===== src/spq_pkg.sv =====
package spq_pkg;

    localparam int VAL_W = 32;
    localparam int LEN_W = 5;

    localparam logic OP_ENQ = 1'b0;
    localparam logic OP_DEQ = 1'b1;

    typedef struct packed {
        logic                    opcode;
        logic signed [VAL_W-1:0] value;
    } t_in_item;

    typedef struct packed {
        logic signed [VAL_W-1:0] head_value;
        logic                    is_empty;
        logic [LEN_W-1:0]        length;
        logic                    error;
    } t_out_item;

    typedef struct packed {
        logic capture;
        logic exec;
    } t_dp_cmd;

    typedef struct packed {
        logic out_free;
    } t_dp_stat;

endpackage


===== src/spq_ctrl.sv =====
module spq_ctrl
    import spq_pkg::*;
(
    input  logic     i_clk,
    input  logic     i_rst_n,
    input  logic     i_in_valid,
    output logic     o_in_stall,
    input  t_dp_stat i_stat,
    output t_dp_cmd  o_cmd
);

    localparam logic S_IDLE = 1'b0;
    localparam logic S_EXEC = 1'b1;

    logic r_state;
    logic n_state;

    always_comb begin
        n_state       = r_state;
        o_cmd.capture = 1'b0;
        o_cmd.exec    = 1'b0;
        case (r_state)
            S_IDLE: begin
                if (i_in_valid) begin
                    o_cmd.capture = 1'b1;
                    n_state       = S_EXEC;
                end
            end
            S_EXEC: begin
                // hold until the output register can take the result
                if (i_stat.out_free) begin
                    o_cmd.exec = 1'b1;
                    n_state    = S_IDLE;
                end
            end
            default: begin
                n_state = S_IDLE;
            end
        endcase
    end

    assign o_in_stall = (r_state != S_IDLE);

    always_ff @(posedge i_clk) begin
        if (!i_rst_n) begin
            r_state <= S_IDLE;
        end else begin
            r_state <= n_state;
        end
    end

endmodule


===== src/spq_datapath.sv =====
module spq_datapath
    import spq_pkg::*;
#(
    parameter int DEPTH = 16
) (
    input  logic      i_clk,
    input  logic      i_rst_n,
    input  t_in_item  i_in_data,
    input  t_dp_cmd   i_cmd,
    output t_dp_stat  o_stat,
    input  logic      i_out_stall,
    output logic      o_out_valid,
    output t_out_item o_out_data
);

    localparam int CW = $clog2(DEPTH + 1);

    logic                    r_op;
    logic signed [VAL_W-1:0] r_value;
    logic [CW-1:0]           r_count;
    logic [CW-1:0]           n_count;
    logic                    r_out_valid;
    t_out_item               r_out_data;

    logic signed [VAL_W-1:0] r_cell [DEPTH];
    logic signed [VAL_W-1:0] n_cell [DEPTH];
    logic [DEPTH-1:0]        gt;

    logic full;
    logic empty;
    logic do_ins;
    logic do_rem;
    logic err;

    assign full   = (r_count == CW'(DEPTH));
    assign empty  = (r_count == '0);
    assign do_ins = (r_op == OP_ENQ) && !full;
    assign do_rem = (r_op == OP_DEQ) && !empty;
    assign err    = (r_op == OP_ENQ) ? full : empty;

    genvar gi;
    generate
        for (gi = 0; gi < DEPTH; gi++) begin : g_cell
            // empty slots count as greater so the new value lands at the tail
            assign gt[gi] = (CW'(gi) >= r_count) || (r_cell[gi] > r_value);

            if (gi == 0) begin : g_first
                always_comb begin
                    n_cell[gi] = r_cell[gi];
                    if (do_ins && gt[gi]) begin
                        n_cell[gi] = r_value;
                    end else if (do_rem && DEPTH > 1) begin
                        n_cell[gi] = r_cell[(gi + 1) % DEPTH];
                    end
                end
            end else if (gi == DEPTH - 1) begin : g_last
                always_comb begin
                    n_cell[gi] = r_cell[gi];
                    if (do_ins && gt[gi]) begin
                        n_cell[gi] = gt[gi-1] ? r_cell[gi-1] : r_value;
                    end
                end
            end else begin : g_mid
                always_comb begin
                    n_cell[gi] = r_cell[gi];
                    if (do_ins && gt[gi]) begin
                        n_cell[gi] = gt[gi-1] ? r_cell[gi-1] : r_value;
                    end else if (do_rem) begin
                        n_cell[gi] = r_cell[gi+1];
                    end
                end
            end

            always_ff @(posedge i_clk) begin
                if (i_cmd.exec) begin
                    r_cell[gi] <= n_cell[gi];
                end
            end
        end
    endgenerate

    always_comb begin
        n_count = r_count;
        if (do_ins) begin
            n_count = r_count + CW'(1);
        end else if (do_rem) begin
            n_count = r_count - CW'(1);
        end
    end

    always_ff @(posedge i_clk) begin
        if (i_cmd.capture) begin
            r_op    <= i_in_data.opcode;
            r_value <= i_in_data.value;
        end
        if (i_cmd.exec) begin
            r_out_data.head_value <= (n_count == '0) ? '0 : n_cell[0];
            r_out_data.is_empty   <= (n_count == '0);
            r_out_data.length     <= LEN_W'(n_count);
            r_out_data.error      <= err;
        end
    end

    always_ff @(posedge i_clk) begin
        if (!i_rst_n) begin
            r_count     <= '0;
            r_out_valid <= 1'b0;
        end else begin
            if (i_cmd.exec) begin
                r_count <= n_count;
            end
            if (i_cmd.exec) begin
                r_out_valid <= 1'b1;
            end else if (!i_out_stall) begin
                r_out_valid <= 1'b0;
            end
        end
    end

    assign o_stat.out_free = !r_out_valid || !i_out_stall;
    assign o_out_valid     = r_out_valid;
    assign o_out_data      = r_out_data;

endmodule


===== src/sorted_priority_queue_core.sv =====
// Channel   Direction  Handshake                 Beat
// in        input      i_in_valid / o_in_stall   t_in_item  (opcode, value)
// out       output     o_out_valid / i_out_stall t_out_item (head_value, is_empty,
//                                                            length, error)
//
// Each item is handled in order: the beat is first captured, then the sorted
// cell row (one comparator per cell) is shifted and the output register loaded.
// The next beat is accepted while a result waits in the output register.
// A stalled output holds the shift step until the output register frees up.
// Reset (synchronous, active low) empties the queue; no clearing pass is needed.
module sorted_priority_queue_core
    import spq_pkg::*;
#(
    parameter int DEPTH = 16
) (
    input  logic      i_clk,
    input  logic      i_rst_n,
    input  logic      i_in_valid,
    output logic      o_in_stall,
    input  t_in_item  i_in_data,
    output logic      o_out_valid,
    input  logic      i_out_stall,
    output t_out_item o_out_data
);

    t_dp_cmd  cmd;
    t_dp_stat stat;

    spq_ctrl u_ctrl (
        .i_clk      (i_clk),
        .i_rst_n    (i_rst_n),
        .i_in_valid (i_in_valid),
        .o_in_stall (o_in_stall),
        .i_stat     (stat),
        .o_cmd      (cmd)
    );

    spq_datapath #(
        .DEPTH (DEPTH)
    ) u_datapath (
        .i_clk       (i_clk),
        .i_rst_n     (i_rst_n),
        .i_in_data   (i_in_data),
        .i_cmd       (cmd),
        .o_stat      (stat),
        .i_out_stall (i_out_stall),
        .o_out_valid (o_out_valid),
        .o_out_data  (o_out_data)
    );

endmodule

===== config.mk =====
export PLATFORM = sky130hd
export DESIGN_NAME = sorted_priority_queue_core
export DESIGN_NICKNAME = d
export VERILOG_FILES = /design/src/spq_pkg.sv /design/src/spq_ctrl.sv /design/src/spq_datapath.sv /design/src/sorted_priority_queue_core.sv
export SDC_FILE = /design/constraint.sdc
export NUM_CORES = 2
export LEC_CHECK = 0
export BUFFER_PORTS_ARGS = -buffer_cell sky130_fd_sc_hd__buf_2
export CORE_MARGIN = 1.5
export CORE_UTILIZATION = 45
export DETAILED_ROUTE_END_ITERATION = 8
export PLACE_DENSITY = 0.57
export SYNTH_ARGS = -nofsm -noshare
export SYNTH_HDL_FRONTEND = slang
export SYNTH_SLANG_ARGS = --single-unit

===== constraint.sdc =====
create_clock -name i_clk -period 5.18 [get_ports i_clk]
set_input_delay 0.518 -clock i_clk [delete_from_list [all_inputs] [get_ports i_clk]]
set_output_delay 0.518 -clock i_clk [all_outputs]
set_load 0.005 [all_outputs]

==> flow_metrics.tcl <==
set metrics [dict create \
    syn_avg_cell_area_sq_um 10.7 \
    yosysTopAreaCell "edfxtp_1" \
    finalMaxSlewViolations 0 \
    finalSetupTns_ns 0 \
    hold_class "in -> reg" \
    die_area_sq_um 92400 \
    ys_async_sr_fraction_pct 0 \
    layout.cells.non_filler 5107 \
    htreeDepth 3 \
    grt_setup_unrepaired "false" \
    netlist_instances 3808 \
    cts_tree "done" \
    io_buffers 77 \
    skew_ns 0.0228 \
    grt_pass1_vias 29567 \
    relSlewSlack_pct 29.5 \
    drv_cap 0 \
    power.density_nw_per_um2 303 \
    core_sq_um 89900 \
    syn_nets 4362 \
    ios 78 \
    hold_slack_ns 0.0649 \
    synth_warnings 0 \
    wl_mm 117 \
    path_buf_inv 2 \
    routabilityCongestion 0.895 \
    diodes 0 \
    post-route-util_pct 50.5 \
    crit_fanout 16 \
    synth_top_area_share_pct 43.0 \
    synth_mux_area_share_pct 12.8 \
    root_buffer "clkbuf_16" \
    synthSimpleGateAreaFrac_pct 8.76 \
    crit_family "simple AND/OR/NAND/NOR gates" \
    die_h_um 304 \
    cts-resized-gates 0 \
    crit_path_end_kind "flop" \
    place_ws_ns 0.831 \
    synth-edff-count 584 \
    final_area_sq_um 45400 \
    vias 30389 \
    cts_buffers 71 \
    cts_buffer_depth 3 \
    combinationalPowerShare_pct 19.2 \
    multiInputGateArea_sq_um 22100 \
    hold_buffers 0 \
    post-cts-setup-buffers 0 \
    synth_xor_area_share_pct 0.0645 \
    firstDrtPassIters 7 \
    grt_pass1_wl_mm 181 \
    path_cells "inv_1 -> ha_1 -> nand4_1 -> nor3_1 -> nor3b_1 -> or3b_1 -> o211ai_2 -> nand3_2 -> buf_4 -> mux2_1 -> mux2_2" \
    synthAdderAreaFrac_pct 15.9 \
    worst_pin_slew_ns 1.05 \
    synth_area_leaders "edfxtp_1, ha_1, a21oi_1" \
    start_util_pct 45.3 \
    antenna_found_initial 5 \
    setup_violations 0 \
    slowest_stage "nor3_1" \
    setup_ws_ns 0.855 \
    layout-drive-gt1-share_pct 12.8 \
    start_kind "flop" \
    power.switching_mw 3.97 \
    crit_type "reg -> reg" \
    dp_hpwl_mm 90.7 \
    fin_crit_sh_pct 83.5 \
    hold_violations 0 \
    wire_per_inst_um 23.0 \
    cts_sinks 591 \
    synth_flop_cell "edfxtp_1" \
    ys_ff_latch 591 \
    synth_compound_area_share_pct 16.1 \
    slowest_delay_ns 0.45 \
    crit_required_ns 5.55 \
    die_w_um 304 \
    num-nets-final 4430 \
    yosysMostFrequentCell "a21oi_1" \
    drt_iter0_markers 2312 \
    drc_errors 0 \
    ys_types 74 \
    placed_area_sq_um 43000 \
    grt_max_degree 68 \
    synth_top_family_by_area "compound AO/OA/AOI/OAI gates" \
    total_power_mw 13.7 \
    viasPerCell 5.95 \
    clkPwrFrac_pct 37.4 \
    rows 110 \
    status "finished, final reports clean" \
    insertion_delay_ns 0.63 \
    period_needed_ns 4.32 \
    seq_area_sq_um 17700 \
    max_freq_mhz 231 \
    dp.cells 4979 \
    syn_to_final_growth_pct 11.3 \
    grt_usage_pct 25.0 \
    final.fill_count 8208 \
    synth_common_cells "a21oi_1, edfxtp_1, ha_1" \
    synth_area_sq_um 40700 \
    swShare_pct 28.9 \
    seq_area_frac_synth_pct 43.4 \
    peakVddDrop_uv 205 \
    cp.arrival_ns 4.70 \
    clk_pin_slew_ns 0.05 \
    p_leak_nw 19.1 \
    seqPwrFrac_pct 43.4 \
    ant_nets 0 \
    grt-ovfl-total 0 \
    intPower_mw 9.75 \
]
[power by group through the flow]
stage	logic [mW]	registers [mW]	clock network, mW
3_3_place_gp	2.57	6.05	0
6_report	2.64	5.96	5.13
5_1_grt	2.94	5.99	5.40
4_1_cts	2.64	5.95	5.23
2_1_floorplan	1.80	5.98	0
3_5_place_dp	2.62	6.05	0
[cell type report]
type                            instances  area share [%]
Clock buffer                           98            4.37
Clock inverter                         30           0.731
Inverter                               68           0.568
Multi-Input combinational cell       2920            48.6
Sequential cell                       591            39.0
Tap cell                             1176            3.24
Timing Repair Buffer                  224            3.48
[path summary, 6_finish.rpt]
kind	from	endpoint	slack [ns]	cells after the start
worst min register to register	u_datapath.o_out_valid	u_datapath.o_out_valid	0.51	2
worst max register to register	u_datapath.r_value[31]	u_datapath.r_cell[3][89]	0.86	11
worst max-delay path	u_datapath.r_value[31]	u_datapath.r_cell[3][89]	0.86	11
worst min-delay path	i_in_data[20]	u_datapath.r_value[20]	0.06	1
[registers in the layout, indices dropped and copies added (netlist names)]
register                count
u_ctrl.o_in_stall           1
u_datapath.r_count          5
u_datapath.o_out_data      39
u_datapath.r_cell         512
u_datapath.o_out_valid      1
u_datapath.r_op             1
u_datapath.r_value         32
[routing by layer]
| metal | share of wire, % | vias up | GRT usage (%) |
|---|---|---|---|
| li1 | - | 14858 | - |
| met5 | 0 | - | 0 |
| met2 | 46 | 787 | 40.4 |
| met4 | 2.7 | 0 | 7.57 |
| met1 | 47 | 14591 | 35.2 |
| met3 | 4.6 | 153 | 2.83 |
[worst reg2reg max path: cells and delay by family (launching register included)]
family | cells | cell delay [ns]
and+or+nand+nor | 5 | 1.92
adders and majority gates | 1 | 0.32
muxes | 2 | 0.58
buffers and inverters | 2 | 0.77
DFF | 1 | 0.38
AOI/OAI and AO/OA | 1 | 0.12
[cell families (layout without fill, tap and decap cells)]
kind of cell | count (synthesis) | in the layout
AO/OA/AOI/OAI | 1143 | 1143
adder cells (fa/ha/maj) | 517 | 517
XOR/XNOR | 3 | 3
multiplexers | 500 | 500
buffers and inverters | 297 | 420
flip-flops | 591 | 591
AND/OR/NAND/NOR | 757 | 757
[placed cells by master (no fill, tap or decap), drive strengths merged, types with 7 or more instances in the layout]
| master | count |
|---|---|
| a2bb2oi | 32 |
| o211ai | 29 |
| o21a | 20 |
| mux2i | 326 |
| a31oi | 40 |
| edfxtp | 584 |
| nor2b | 25 |
| ha | 517 |
| or4 | 8 |
| nor2 | 254 |
| nand4 | 99 |
| clkinv | 18 |
| nor3 | 21 |
| buf | 224 |
| nor4 | 16 |
| and2 | 11 |
| or3 | 9 |
| o21ai | 90 |
| dfxtp | 7 |
| mux2 | 174 |
| a21o | 69 |
| a221oi | 7 |
| bufinv | 7 |
| nand2 | 222 |
| and4 | 13 |
| inv | 71 |
| a2111oi | 8 |
| a211oi | 47 |
| nand3 | 50 |
| clkbuf | 98 |
| a21oi | 752 |
(Power assumes the default switching activity.)
